==> src/design/sptq_pkg.sv <==
// Shared types, constants and helpers for the sorted periodic timer queue.
// No dependencies.
package sptq_pkg;

  localparam int NUM_TIMERS_DEF = 16;
  localparam int MAX_FIRE_DEF   = 16;
  localparam logic [31:0] NS_PER_SEC = 32'd1000000000;

  typedef enum logic [1:0] {
    OP_CREATE = 2'd0,
    OP_DELETE = 2'd1,
    OP_SET    = 2'd2,
    OP_TICK   = 2'd3
  } opcode_t;

  typedef enum logic [1:0] {
    ST_OK      = 2'd0,
    ST_NO_FREE = 2'd1,
    ST_BAD_ID  = 2'd2,
    ST_BAD_TIME = 2'd3
  } status_t;

  typedef enum logic [1:0] {
    RA_NONE  = 2'd0,
    RA_DELTA = 2'd1,
    RA_DUE   = 2'd2
  } rearm_t;

  typedef struct packed {
    logic [1:0]         opcode;
    logic [3:0]         timer_id;
    logic [63:0]        now_ns;
    logic signed [31:0] value_sec;
    logic signed [31:0] value_nsec;
    logic signed [31:0] period_sec;
    logic signed [31:0] period_nsec;
  } in_word_t;

  typedef struct packed {
    logic        kind;
    logic [1:0]  status;
    logic [3:0]  result_id;
    logic [1:0]  rearm;
    logic [63:0] next_delta_ns;
    logic        last;
  } out_word_t;

  // Classified command handed from the front part to the back part.
  typedef struct packed {
    logic [1:0]  opcode;
    logic [3:0]  timer_id;
    logic [63:0] now_ns;
    logic        bad_time;
    logic        zero_delay;
    logic [31:0] v_sec;
    logic [31:0] v_nsec;
    logic [31:0] p_sec;
    logic [31:0] p_nsec;
  } cmd_t;

  typedef enum logic [3:0] {
    BK_IDLE,
    BK_DISPATCH,
    BK_MUL,
    BK_ADD,
    BK_REMOVE,
    BK_INSERT,
    BK_TICK_CHECK,
    BK_RELOAD,
    BK_REPLY
  } bk_state_t;

  function automatic logic [63:0] sat_add(input logic [63:0] a, input logic [63:0] b);
    logic [64:0] s;
    s = {1'b0, a} + {1'b0, b};
    return s[64] ? '1 : s[63:0];
  endfunction

  function automatic logic time_bad(input logic [31:0] s, input logic [31:0] n);
    return s[31] || (n >= NS_PER_SEC);
  endfunction

endpackage

==> src/design/sptq_front.sv <==
// Front part: accepts commands, checks time fields and queues them.
// Depends on sptq_pkg.
module sptq_front #(
  parameter int QDEPTH = 2
) (
  input  logic            clk,
  input  logic            rst,
  input  logic            start,
  output logic            busy,
  input  sptq_pkg::in_word_t in_word,
  output logic            cmd_valid,
  output sptq_pkg::cmd_t  cmd,
  input  logic            cmd_take
);
  import sptq_pkg::*;

  localparam int PW = $clog2(QDEPTH);

  cmd_t            q [QDEPTH];
  logic [PW-1:0]   wp;
  logic [PW-1:0]   rp;
  logic [PW:0]     cnt;
  cmd_t            c_in;
  logic            push;
  logic            pop;

  assign busy      = (cnt == (PW+1)'(QDEPTH));
  assign push      = start && !busy;
  assign cmd_valid = (cnt != '0);
  assign pop       = cmd_take && cmd_valid;
  assign cmd       = q[rp];

  always_comb begin
    c_in.opcode     = in_word.opcode;
    c_in.timer_id   = in_word.timer_id;
    c_in.now_ns     = in_word.now_ns;
    c_in.bad_time   = time_bad(in_word.value_sec, in_word.value_nsec) ||
                      time_bad(in_word.period_sec, in_word.period_nsec);
    c_in.zero_delay = (in_word.value_sec == 0) && (in_word.value_nsec == 0);
    c_in.v_sec      = in_word.value_sec;
    c_in.v_nsec     = in_word.value_nsec;
    c_in.p_sec      = in_word.period_sec;
    c_in.p_nsec     = in_word.period_nsec;
  end

  always_ff @(posedge clk) begin
    if (push) q[wp] <= c_in;
  end

  always_ff @(posedge clk) begin
    if (rst) begin
      wp  <= '0;
      rp  <= '0;
      cnt <= '0;
    end else begin
      if (push) wp <= (wp == PW'(QDEPTH-1)) ? '0 : wp + 1'b1;
      if (pop)  rp <= (rp == PW'(QDEPTH-1)) ? '0 : rp + 1'b1;
      cnt <= cnt + (PW+1)'(push) - (PW+1)'(pop);
    end
  end

  assert property (@(posedge clk) disable iff (rst) busy |-> !push)
    else $error("push into full queue");
  assert property (@(posedge clk) disable iff (rst)
    (cnt == '0) |=> (cnt <= (PW+1)'(1)))
    else $error("queue count jumped");
  assert property (@(posedge clk) disable iff (rst) cnt <= (PW+1)'(QDEPTH))
    else $error("queue overflow");
endmodule

==> config.mk <==
export PLATFORM = sky130hd
export DESIGN_NAME = sptq_front
export DESIGN_NICKNAME = d
export VERILOG_FILES = /design/src/design/sptq_pkg.sv /design/src/design/sptq_front.sv
export SDC_FILE = /design/constraint.sdc
export NUM_CORES = 1
export LEC_CHECK = 0
export ABC_AREA = 1
export BUFFER_PORTS_ARGS = -buffer_cell sky130_fd_sc_hd__buf_2
export CORE_MARGIN = 4
export CORE_UTILIZATION = 57
export DETAILED_ROUTE_END_ITERATION = 8
export PLACE_DENSITY = 0.85
export SLEW_MARGIN = 20
export SYNTH_ARGS = -nofsm -noshare
export SYNTH_HDL_FRONTEND = slang
export SYNTH_SLANG_ARGS = --single-unit
==> constraint.sdc <==
create_clock -name clk -period 25.2 [get_ports clk]
set_input_delay 0 -clock clk [delete_from_list [all_inputs] [get_ports clk]]
set_output_delay 0 -clock clk [all_outputs]
set_load 0.05 [all_outputs]
## Yosys cells after proc, flatten, opt, wreduce, memory -nomap -nowiden

Memories as Yosys holds them, arrays and structs flattened. A register that Yosys moved wholly into a read port is not among the register bits.
Cells that the tools add are included.

| operators by class | value |
|---|---|
| add/subtract/negate cells | 4 |
| magnitude comparators | 2 |
| eq/ne operators | 1 |
| muxes and demuxes | 6 |
| reduce and logical (&&, ||, !) cells | 10 |

Operators with widths:

| kind | number |
|---|---|
| $ge A32 B30 Y1 const B | 2 |
| $logic_not A32 Y1 | 2 |
| $mux W1 | 6 |
| $logic_and A1 B1 Y1 | 3 |
| $logic_or A1 B1 Y1 | 3 |
| $add A1 B1 Y1 const B | 2 |
| $add A2 B1 Y2 | 1 |
| $eq A2 B2 Y1 const B | 1 |
| $reduce_bool A2 Y1 | 1 |
| $sub A2 B1 Y2 | 1 |
| $logic_not A1 Y1 | 1 |

| word-level totals | value |
|---|---|
| register bits after elaboration | 4 |
| bits in writable memories | 400 |
| input port bits | 202 |
| memories | 1 |

Memories:

| name | depth | bits a word | read ports | clocked after Yosys merged registers in | wr ports | line | text |
|---|---|---|---|---|---|---|---|
| q | 2 | 200 | 1 | 1 | 1 | sptq_front.sv:19 | `cmd_t q [QDEPTH];` |

## Depth between registers and ports, before layout

Gate-level depths: netlist of the first run.

| logic depth | value |
|---|---|
| depth in word-level cells | 5 |
| mapped depth | 9 |
| mapped depth without buffers | 9 |

## Worst setup path after synthesis of the first run

Ideal clock, no wire load.

| timing path | value |
|---|---|
| path type | flip-flop to flip-flop |
| from | register cnt[1] |
| to | memory q[1][0] (netlist bit) (enable) |
| arrival time | 8.800 ns |
| data required time | 24.436 ns |
| setup slack | 15.635 ns |
| cell stages (with the launch flop) | 4 |
| path buffers | 0 |
| period minus slack after synthesis | 9.565 ns |
| cell sequence | dfxtp_1 > inv_1 > o21ai_2 > nor2_1 |

| between the ends | value |
|---|---|
| word-level cells in the longest chain between the ends | 5 |

RTL lines:

| what | line | text |
|---|---|---|
| from (decl) | sptq_front.sv:22 | `logic [PW:0] cnt;` |
| from (signal assigned) | sptq_front.sv:58 | `cnt <= cnt + (PW+1)'(push) - (PW+1)'(pop);` |
| $eq A2 B2 Y1 | sptq_front.sv:27 | `assign busy = (cnt == (PW+1)'(QDEPTH));` |
| $logic_not A1 Y1 | sptq_front.sv:28 | `assign push = start && !busy;` |
| $logic_and A1 B1 Y1 | sptq_front.sv:28 |  |
| $mux W1 | sptq_front.sv:47 | `if (push) q[wp] <= c_in;` |
| $mux W1 (not written as such) | sptq_front.sv:47 |  |
| to (decl) | sptq_front.sv:19 |  |

Every way passes these cells.

==> results of run 1 <==
==> per-stage QoR <==
step                cell area (um2)  cells  worst slack (ps)  utilization
finish                        20700   1761             22120        0.791
global route                  20700   1760             21990        0.791
floorplan                     15200    764             15640            -
global placement              17500   1488             22290        0.669
detailed placement            17500   1488             22190        0.669
CTS                           20700   1759             22180        0.791
==> registers in the layout, summed over array words and instances, names as in the netlist, named ones only <==
name / cells
cnt: 2
q: 400
rp: 1
wp: 1
==> kinds of logic (layout without fill, tap and decap cells) <==
| family | Yosys count | count (layout) |
|---|---|---|
| flip-flops | 405 | 405 |
| multiplexers | 200 | 200 |
| AND/OR/NAND/NOR | 106 | 106 |
| buffers and inverters | 42 | 702 |
| AO/OA/AOI/OAI | 8 | 8 |
| adder cells (fa/ha/maj) | 2 | 2 |
| XOR/XNOR | 1 | 1 |
| other | 0 | 2 |
==> routing by layer <==
metal	GRT usage	share of wire
met5	0	0
met4	0.101	0.039
met3	0.0581	0.083
met2	0.489	0.53
met1	0.296	0.34
==> final timing paths <==
| check | to | slack [ps] |
|---|---|---|
| worst min register to register | rp$_SDFFE_PP0P_ | 490 |
| worst min-delay path | q[1][153]$_DFFE_PP_ | 210 |
| worst max-delay path | cmd[192] | 22120 |
| worst max register to register | q[1][164]$_DFFE_PP_ | 22150 |
==> where the power goes <==
part	switching (mW)	total (mW)	internal (mW)
Combinational	0.557	0.764	0.207
Sequential	0.0368	0.896	0.859
Clock	0.241	0.548	0.308
==> cell usage in the layout (no fill, tap or decap), types with 9 or more instances in the layout <==
cell           instances
inv_1                 20
nand3_1                9
mux2_2               200
buf_2                403
edfxtp_1             400
clkinv_1               9
dlygate4sd3_1        202
nand2_1               27
nor2_1                51
clkbuf_16             41
clkbuf_1              12
==> cell type report <==
class | instances | area, um2 | share of cell area
tap | 335 | 419 | 0.0203
clock buffer | 53 | 1070 | 0.0518
multi-input combinational | 317 | 2800 | 0.135
timing repair buffer | 613 | 4100 | 0.198
antenna | 2 | 5.00 | 0.000242
clock inverter | 16 | 96.3 | 0.00466
sequential | 405 | 12100 | 0.586
inverter | 20 | 75.1 | 0.00363
==> critical path, cell delays in order, from the launching register on <==
cell     delay [ps]
dfxtp_4         830
buf_4           920
mux2_2          450
buf_2           220
==> reports/summary.txt, run 1 <==
status -> finished clean
clock transition time at the flip-flop clock pins of the worst setup and hold paths -> 60 ps
setup repair after global routing missed its margin -> no
final net count -> 1600
setup-violating endpoint count in the final report -> 0
adder-cell share of the synthesized area -> 0.00164
total wire length -> 39.9 mm
peak fanout along the critical path -> 81
synthesis warning total -> 0
# Max-Cap Violations -> 0
setup TNS -> 0 ps
share of synthesized area spent on multiplexers -> 0.148
commonest cells in the synthesized netlist -> edfxtp_1 (400), mux2_2 (200), nor2_1 (53), nand2_1 (27), buf_6 (22)
area of the die -> 29400 um2
Detailed Route Iter0 Violations -> 825
clock root buffer -> clkbuf_16
maximum buffer depth of the clock tree -> 3
number of antenna violations at the first check in global routing -> 1
Via-to-Cell Ratio -> 5.36
maximum vdd drop -> 0.0000978 V
half-perimeter wire length after placement -> 22.5 mm
Routability Congestion -> 0.788
area of the placeable core -> 26100 um2
count of pins on the block boundary -> 404
TritonCTS Buffers -> 39
number of DRC violations after detailed routing -> 0
largest area contributor in the netlist -> edfxtp_1
ys flop type -> edfxtp_1
Hold Crit Depth -> 2
width of the die -> 171 um
DIE HEIGHT -> 171 um
number of flops mapped to enable cells by yosys -> 400
overall power of the completed layout -> 2.21 mW
worst clock skew -> 13.7 ps
first-pass detailed-route iteration total -> 4
top achievable clock speed -> 325 MHz
post-CTS resize count -> 0
max-slew violation count -> 0
count of mapped cells out of synthesis -> 764
combined global-route utilization of all metal layers -> 0.263
Final Hold Slack -> 213 ps
flops & latches, synth -> 405
routed vias -> 9432
slew at the pin with the worst max-slew slack -> 1080 ps
Worst R2R Path Depth -> 5
leakage dissipation -> 7.84 nW
remaining max-slew budget at the tightest pin -> 0.277
Avg Synthesized Cell Area -> 19.9 um2
share of Yosys cell area claimed by the top area cell type -> 0.789
fraction of the yosys area taken by sequential cells -> 0.796
share of async-settable or async-resettable flops after synthesis -> 0
fraction of the mapped netlist area in compound gates -> 0.00304
simple-gate area share of the yosys netlist -> 0.0295
dominant combinational cell family by area after synthesis -> multiplexers
port buffer count -> 403
Unique masters post-synth -> 19
portion of the clock cycle consumed by the worst path in the final layout -> 0.122
global-route wire length before repair -> 58.6 mm
XOR/XNOR share of the synthesized area -> 0.000576
hold bufs inserted after CTS -> 202
cell types with the largest area share after synthesis -> edfxtp_1 (79%), mux2_2 (15%), buf_6 (1.6%)
area growth from synthesis to final layout -> 35.9%
worst hold path type -> in -> reg
total congestion overflow -> 0
syn nets -> 968
post-synth design cell area -> 15200 um2
startpoint of the lowest-slack hold path -> in_word[151]
pwr/cell area -> 107 nW/um2
starting density of the core -> 0.582
top-count cell post-synth -> edfxtp_1
number of core rows -> 59
fin crit period -> 3080 ps
source-to-sink clock delay at the later pin of the worst-skew pair -> 520 ps
category of the worst setup path capture point -> output port
Sinks on Clock Net -> 405
pin count of the biggest net entering global routing -> 82
number of routed nets with antenna violations -> 0
postcts setup bufs -> 0
data arrival time of the critical path -> 3080 ps
endpoints failing hold -> 0
count of H-tree levels built during CTS -> 2
WL/cell -> 22.7 um
required time reported for the critical path endpoint -> 25200 ps
proportion of layout cells with a drive suffix above 1 -> 0.466
crit path launch type -> register
startpoint of the worst-slack reg-to-reg timing path -> cnt[1]$_SDFF_PP0_
vias in the first global route -> 10300
count of filler cells inserted in the layout -> 1316
critical path class -> reg -> out
clock tree from TritonCTS -> yes
Note: power is estimated with default switching activity, not from simulation.
==> run 2: changes to the inputs <==
Settings changed: CORE_UTILIZATION 57 to 52, PLACE_DENSITY 0.85 to 0.79.
Clock period 25.2 ns to 3.2 ns, I/O delays scaled along.
==> run 2 against run 1 <==
Compared with the run above:
- wire length decreased by 5.3%
- first-iteration DRC count decreased by 13%
- final area increased by 1.2%
- critical path depth unchanged
- largest cell class unchanged
- largest power group unchanged
==> reports/summary.txt, run 2 (synthesis results as in run 1) <==
status -> finished clean
maximum buffer depth of the clock tree -> 3 (unchanged)
proportion of layout cells with a drive suffix above 1 -> 0.473 (+0.00677)
most common cell after layout, fill and taps aside -> buf_2
top metal layer carrying routed signals -> met4
global-route wire length before repair -> 54.6 mm (-6.8%)
Largest regs -> q x400, cnt x2
worst clock skew -> 17.2 ps (+3.48 ps)
length of routed met3 wiring -> 3.06 mm (-7.6%)
area growth from synthesis to final layout -> 37.6%
Via-to-Cell Ratio -> 5.12 (-4.3%)
total wire length -> 37.8 mm (-5.3%)
fin crit period -> 2410 ps
starting density of the core -> 0.529 (-0.0536)
crit path launch type -> register
endpoints failing hold -> 0 (unchanged)
area of the placeable core -> 28800 um2 (+10%)
worst hold path type -> in -> reg
DIE HEIGHT -> 179 um (+4.5%)
# Max-Cap Violations -> 0 (unchanged)
final net count -> 1604 (+0.25%)
remaining max-slew budget at the tightest pin -> 0.470 (+0.193)
pin count of the biggest net entering global routing -> 108 (+32%)
width of the die -> 179 um (+4.5%)
register containing the most flip-flops in the final layout -> q
Routability Congestion -> 0.784 (-0.46%)
Detailed Route Iter0 Violations -> 716 (-13%)
portion of the clock cycle consumed by the worst path in the final layout -> 0.753
worst reg2reg setup slack -> 1470 ps (-20680 ps)
routed vias -> 9301 (-1.4%)
number of core rows -> 62 (+5.1%)
flip-flop count of the largest register, all copies and words added -> 400 (unchanged)
setup-violating endpoint count in the final report -> 0 (unchanged)
dpl cell area -> 17700 um2 (+1.0%)
clock root buffer -> clkbuf_16
setup TNS -> 0 ps (unchanged)
number of antenna violations at the first check in global routing -> 2 (+1)
count of pins on the block boundary -> 404 (unchanged)
total met2 wirelength after detailed routing -> 20.3 mm (-5.1%)
port buffer count -> 403 (unchanged)
number of routed nets with antenna violations -> 0 (unchanged)
setup repair after global routing missed its margin -> no
postcts setup bufs -> 0 (unchanged)
required time reported for the critical path endpoint -> 3200 ps (-22000 ps)
max-slew violation count -> 0 (unchanged)
maximum vdd drop -> 0.000645 V (+560%)
category of the worst setup path capture point -> output port
slew at the pin with the worst max-slew slack -> 795 ps (-289 ps)
summed area of non-filler cells in the final layout -> 20900 um2 (+1.2%)
leakage dissipation -> 7.93 nW (+1.1%)
number of DRC violations after detailed routing -> 0 (unchanged)
source-to-sink clock delay at the later pin of the worst-skew pair -> 520 ps (about the same)
Post-Route M1 WL -> 12.9 mm (-6.2%)
Sinks on Clock Net -> 405 (unchanged)
top achievable clock speed -> 415 MHz
endpoint of the most critical setup path -> cmd[42]
peak fanout along the critical path -> 52 (-36%)
vias in the first global route -> 9988 (-3.3%)
startpoint of the worst-slack reg-to-reg timing path -> cnt[0]$_SDFF_PP0_
clock transition time at the flip-flop clock pins of the worst setup and hold paths -> 70 ps (about the same)
half-perimeter wire length after placement -> 22.3 mm (-0.95%)
area of the die -> 32100 um2 (+9.2%)
critical path class -> reg -> out
count of filler cells inserted in the layout -> 1664 (+26%)
post-layout util -> 0.727 (-0.0638)
commonest non-fill, non-tap cells in the layout -> buf_2 (403), edfxtp_1 (400), dlygate4sd3_1 (202)
data arrival time of the critical path -> 2410 ps (-670 ps)
TritonCTS Buffers -> 40 (+2.6%)
clock tree from TritonCTS -> yes
first-pass detailed-route iteration total -> 5 (+1)
crit-path max cell delay -> 870 ps (-50 ps)
WL/cell -> 20.9 um (-8.1%)
Worst R2R Path Depth -> 9 (+4)
combined global-route utilization of all metal layers -> 0.223 (-0.0398)
total congestion overflow -> 0 (unchanged)
pwr/cell area -> 837 nW/um2 (+680%)
slowest stage cell, crit path -> dfxtp_4
critical path, cell by cell -> buf_4 -> mux2_2 -> buf_2
reg-to-reg endpoint -> cnt[1]$_SDFF_PP0_
count of H-tree levels built during CTS -> 2 (unchanged)
-- run 2: timing repair --
action / CTS / global route
hold buffers: 202 / 0
gates resized for setup: 0 / 0
endpoints found under the hold margin: 405 / 0
-- run 2: where the power goes --
part	switching, mW	leakage (nW)	total (mW)	internal, mW
Combinational	4.33	3.54	6.03	1.70
Sequential	0.284	3.77	7.04	6.76
Clock	1.87	0.610	4.46	2.60
-- run 2: area by class of cell --
class | count | area (um2) | share of cell area
clock inverters | 20 | 181 | 0.00867
well taps | 384 | 480 | 0.0230
clock buffers | 51 | 1060 | 0.0508
multi-input cells | 317 | 2800 | 0.134
repair buffers | 616 | 4210 | 0.201
diodes | 2 | 5.00 | 0.000239
inverters | 20 | 75.1 | 0.00359
flip-flops and latches | 405 | 12100 | 0.579
-- run 2: critical path, delay by kind of cell (launching register included) --
kind | cells | cell delay, ps
flip-flops | 1 | 870
buffers and inverters | 2 | 600
multiplexers | 1 | 380
-- run 2: metal layers --
metal	GRT usage	vias up
li1	-	4233
met1	0.237	4528
met2	0.415	437
met3	0.0586	103
met4	0.0991	0
met5	0	-
-- run 2: how the worst min path moves through the flow --
stage                             from                   to  slack (ps)  cells after the start
final                      in_word[32]   q[1][32]$_DFFE_PP_         200                      2
after global routing      in_word[181]  q[0][183]$_DFFE_PP_         190                      2
after CTS                   in_word[0]    q[1][0]$_DFFE_PP_         180                      2
after detailed placement  in_word[194]  q[0][196]$_DFFE_PP_         190                      1
after global placement     in_word[56]   q[1][56]$_DFFE_PP_         190                      1
after floorplan                    rst    cnt[0]$_SDFF_PP0_          60                      1
-- run 2: through the flow --
step	setup slack, ps	power [mW]	hold slack (ps)	std cells
finish	790	17.5	196	1815
global route	686	18.1	192	1815
CTS	736	17.6	181	1813
detailed placement	1300	12.9	191	1540
global placement	1320	12.8	188	1540
floorplan	-662	11.7	63.8	764
==> run 3: changes to the inputs <==
Settings changed: CORE_UTILIZATION 52 to 47, PLACE_DENSITY 0.79 to 0.75.
Clock period 3.2 ns to 1.95 ns, I/O delays scaled along.
==> run 3 against run 2 <==
Compared with the run above:
- cell count rose by 2.8%
- sequential power rose by 62%
- core utilization fell by 5.3 points
- largest power group unchanged
- wire length rose by 2.7%
- count of clock-buffer cells in the layout rose by 1
- critical path type unchanged
- combinational power rose by 76%
- critical endpoint is now cmd[152]
==> reports/summary.txt, run 3 (synthesis results as in run 1) <==
area of the die -> 35300 um2 (+10%)
total wire length -> 38.9 mm (+2.7%)
Largest regs -> q x400, cnt x2
setup repair after global routing missed its margin -> yes
remaining max-slew budget at the tightest pin -> 0.744 (+0.274)
setup-violating endpoint count in the final report -> 0 (unchanged)
worst reg2reg setup slack -> 140 ps (-1330 ps)
crit path launch type -> register
number of routed nets with antenna violations -> 0 (unchanged)
status -> finished clean
required time reported for the critical path endpoint -> 1950 ps (-1250 ps)
endpoints failing hold -> 0 (unchanged)
vias in the first global route -> 10500 (+4.8%)
Detailed Route Iter0 Violations -> 489 (-32%)
maximum vdd drop -> 0.000889 V (+38%)
proportion of power drawn by combinational gates -> 0.358 (+0.014)
peak fanout along the critical path -> 61 (+17%)
critical path class -> reg -> out
WL/cell -> 20.8 um (about the same)
global-route wire length before repair -> 58.9 mm (+7.9%)
# Max-Cap Violations -> 0 (unchanged)
combined global-route utilization of all metal layers -> 0.212 (-0.0110)
slew at the pin with the worst max-slew slack -> 383 ps (-412 ps)
Net Sw Power -> 10.8 mW (+67%)
Sw Share -> 0.367 (-0.00247)
area of the placeable core -> 31700 um2 (+10%)
leakage dissipation -> 8.16 nW (+2.9%)
top achievable clock speed -> 521 MHz
worst clock skew -> 16.8 ps (-0.403 ps)
Sinks on Clock Net -> 405 (unchanged)
clock root buffer -> clkbuf_16
share of total power in the clock network -> 0.255 (about the same)
overall power of the completed layout -> 29.5 mW (+68%)
flip-flop count of the largest register, all copies and words added -> 400 (unchanged)
share of total power in sequential cells -> 0.387 (-0.015)
pin count of the biggest net entering global routing -> 62 (-43%)
pwr/cell area -> 1380 nW/um2 (+64%)
maximum buffer depth of the clock tree -> 3 (unchanged)
first-pass detailed-route iteration total -> 5 (unchanged)
count of H-tree levels built during CTS -> 2 (unchanged)
proportion of layout cells with a drive suffix above 1 -> 0.483 (+0.0101)
clock transition time at the flip-flop clock pins of the worst setup and hold paths -> 60 ps (about the same)
number of DRC violations after detailed routing -> 0 (unchanged)
total congestion overflow -> 0 (unchanged)
fin crit period -> 1920 ps
number of antenna violations at the first check in global routing -> 4 (+2)
area growth from synthesis to final layout -> 40.6%
width of the die -> 188 um (+5.0%)
half-perimeter wire length after placement -> 24.2 mm (+8.3%)
portion of the clock cycle consumed by the worst path in the final layout -> 0.984
final net count -> 1634 (+1.9%)
register containing the most flip-flops in the final layout -> q
category of the worst setup path capture point -> output port
count of pins on the block boundary -> 404 (unchanged)
clock tree from TritonCTS -> yes
number of core rows -> 65 (+4.8%)
data arrival time of the critical path -> 1920 ps (-490 ps)
DIE HEIGHT -> 188 um (+5.0%)
port buffer count -> 403 (unchanged)
post-layout util -> 0.675 (-0.0527)
starting density of the core -> 0.480 (-0.0490)
commonest non-fill, non-tap cells in the layout -> buf_2 (400), edfxtp_1 (400), dlygate4sd3_1 (201)
cell-internal power -> 18.6 mW (+69%)
max-slew violation count -> 0 (unchanged)
Routability Congestion -> 0.774 (-1.3%)
worst hold path type -> in -> reg
source-to-sink clock delay at the later pin of the worst-skew pair -> 520 ps (about the same)
TritonCTS Buffers -> 41 (+2.5%)
routed vias -> 9488 (+2.0%)
Via-to-Cell Ratio -> 5.09 (-0.72%)
==> run 3: final timing paths <==
kind                    endpoint               from  cells after the start
min          q[0][136]$_DFFE_PP_       in_word[134]                      2
min reg2reg      rp$_SDFFE_PP0P_    rp$_SDFFE_PP0P_                      2
max                     cmd[152]           register                      3
max reg2reg    cnt[1]$_SDFF_PP0_  cnt[0]$_SDFF_PP0_                      9
==> run 3: stage by stage <==
step	setup slack, ps	area [um2]	hold slack, ps	setup TNS, ps	cells
after floorplan	-1910	15200	63.8	-761160	764
after global placement	318	18000	187	0	1584
after detailed placement	287	18000	191	0	1584
after CTS	8.40	21400	171	0	1860
after global routing	-23.9	21400	186	-201	1865
final	30.4	21400	204	0	1865
==> run 3: what timing repair did <==
| item | CTS | global route |
|---|---|---|
| setup buffers | 2 | 1 |
| endpoints found under the hold margin | 409 | 0 |
| cloned | 1 | 0 |
| gates resized for setup | 1 | 6 |
| hold buffers | 201 | 0 |
| endpoints found under the setup margin | 122 | 35 |
==> run 3: worst max-delay path, stage by stage, from the launching register on <==
cell     delay [ps]
dfxtp_4         430
buf_16          300
mux2_2          400
buf_2           220
==> run 3: routing by layer <==
layer	vias to the layer above	GRT usage	part of all wire
li1	4294	-	-
met2	429	0.384	0.53
met4	0	0.0737	0.031
met5	-	0	0
met3	87	0.0653	0.081
met1	4678	0.239	0.36
==> run 3: area by class of cell <==
type | count | area, um2
Timing Repair Buffer | 645 | 4610
Antenna cell | 4 | 10.0
Clock inverter | 20 | 171
Multi-Input combinational cell | 317 | 2800
Clock buffer | 52 | 1110
Tap cell | 402 | 503
Sequential cell | 405 | 12100
Fill cell | 2015 | 10300
Inverter | 20 | 75.1
==> run 3: power by group through the flow <==
stage	clock network, mW	logic, mW	registers (mW)
global placement	0	9.97	11.5
detailed placement	0	10.0	11.5
finish	7.52	10.6	11.4
global route	8.07	11.0	11.5
CTS	7.63	10.5	11.4
floorplan	0	7.58	11.6
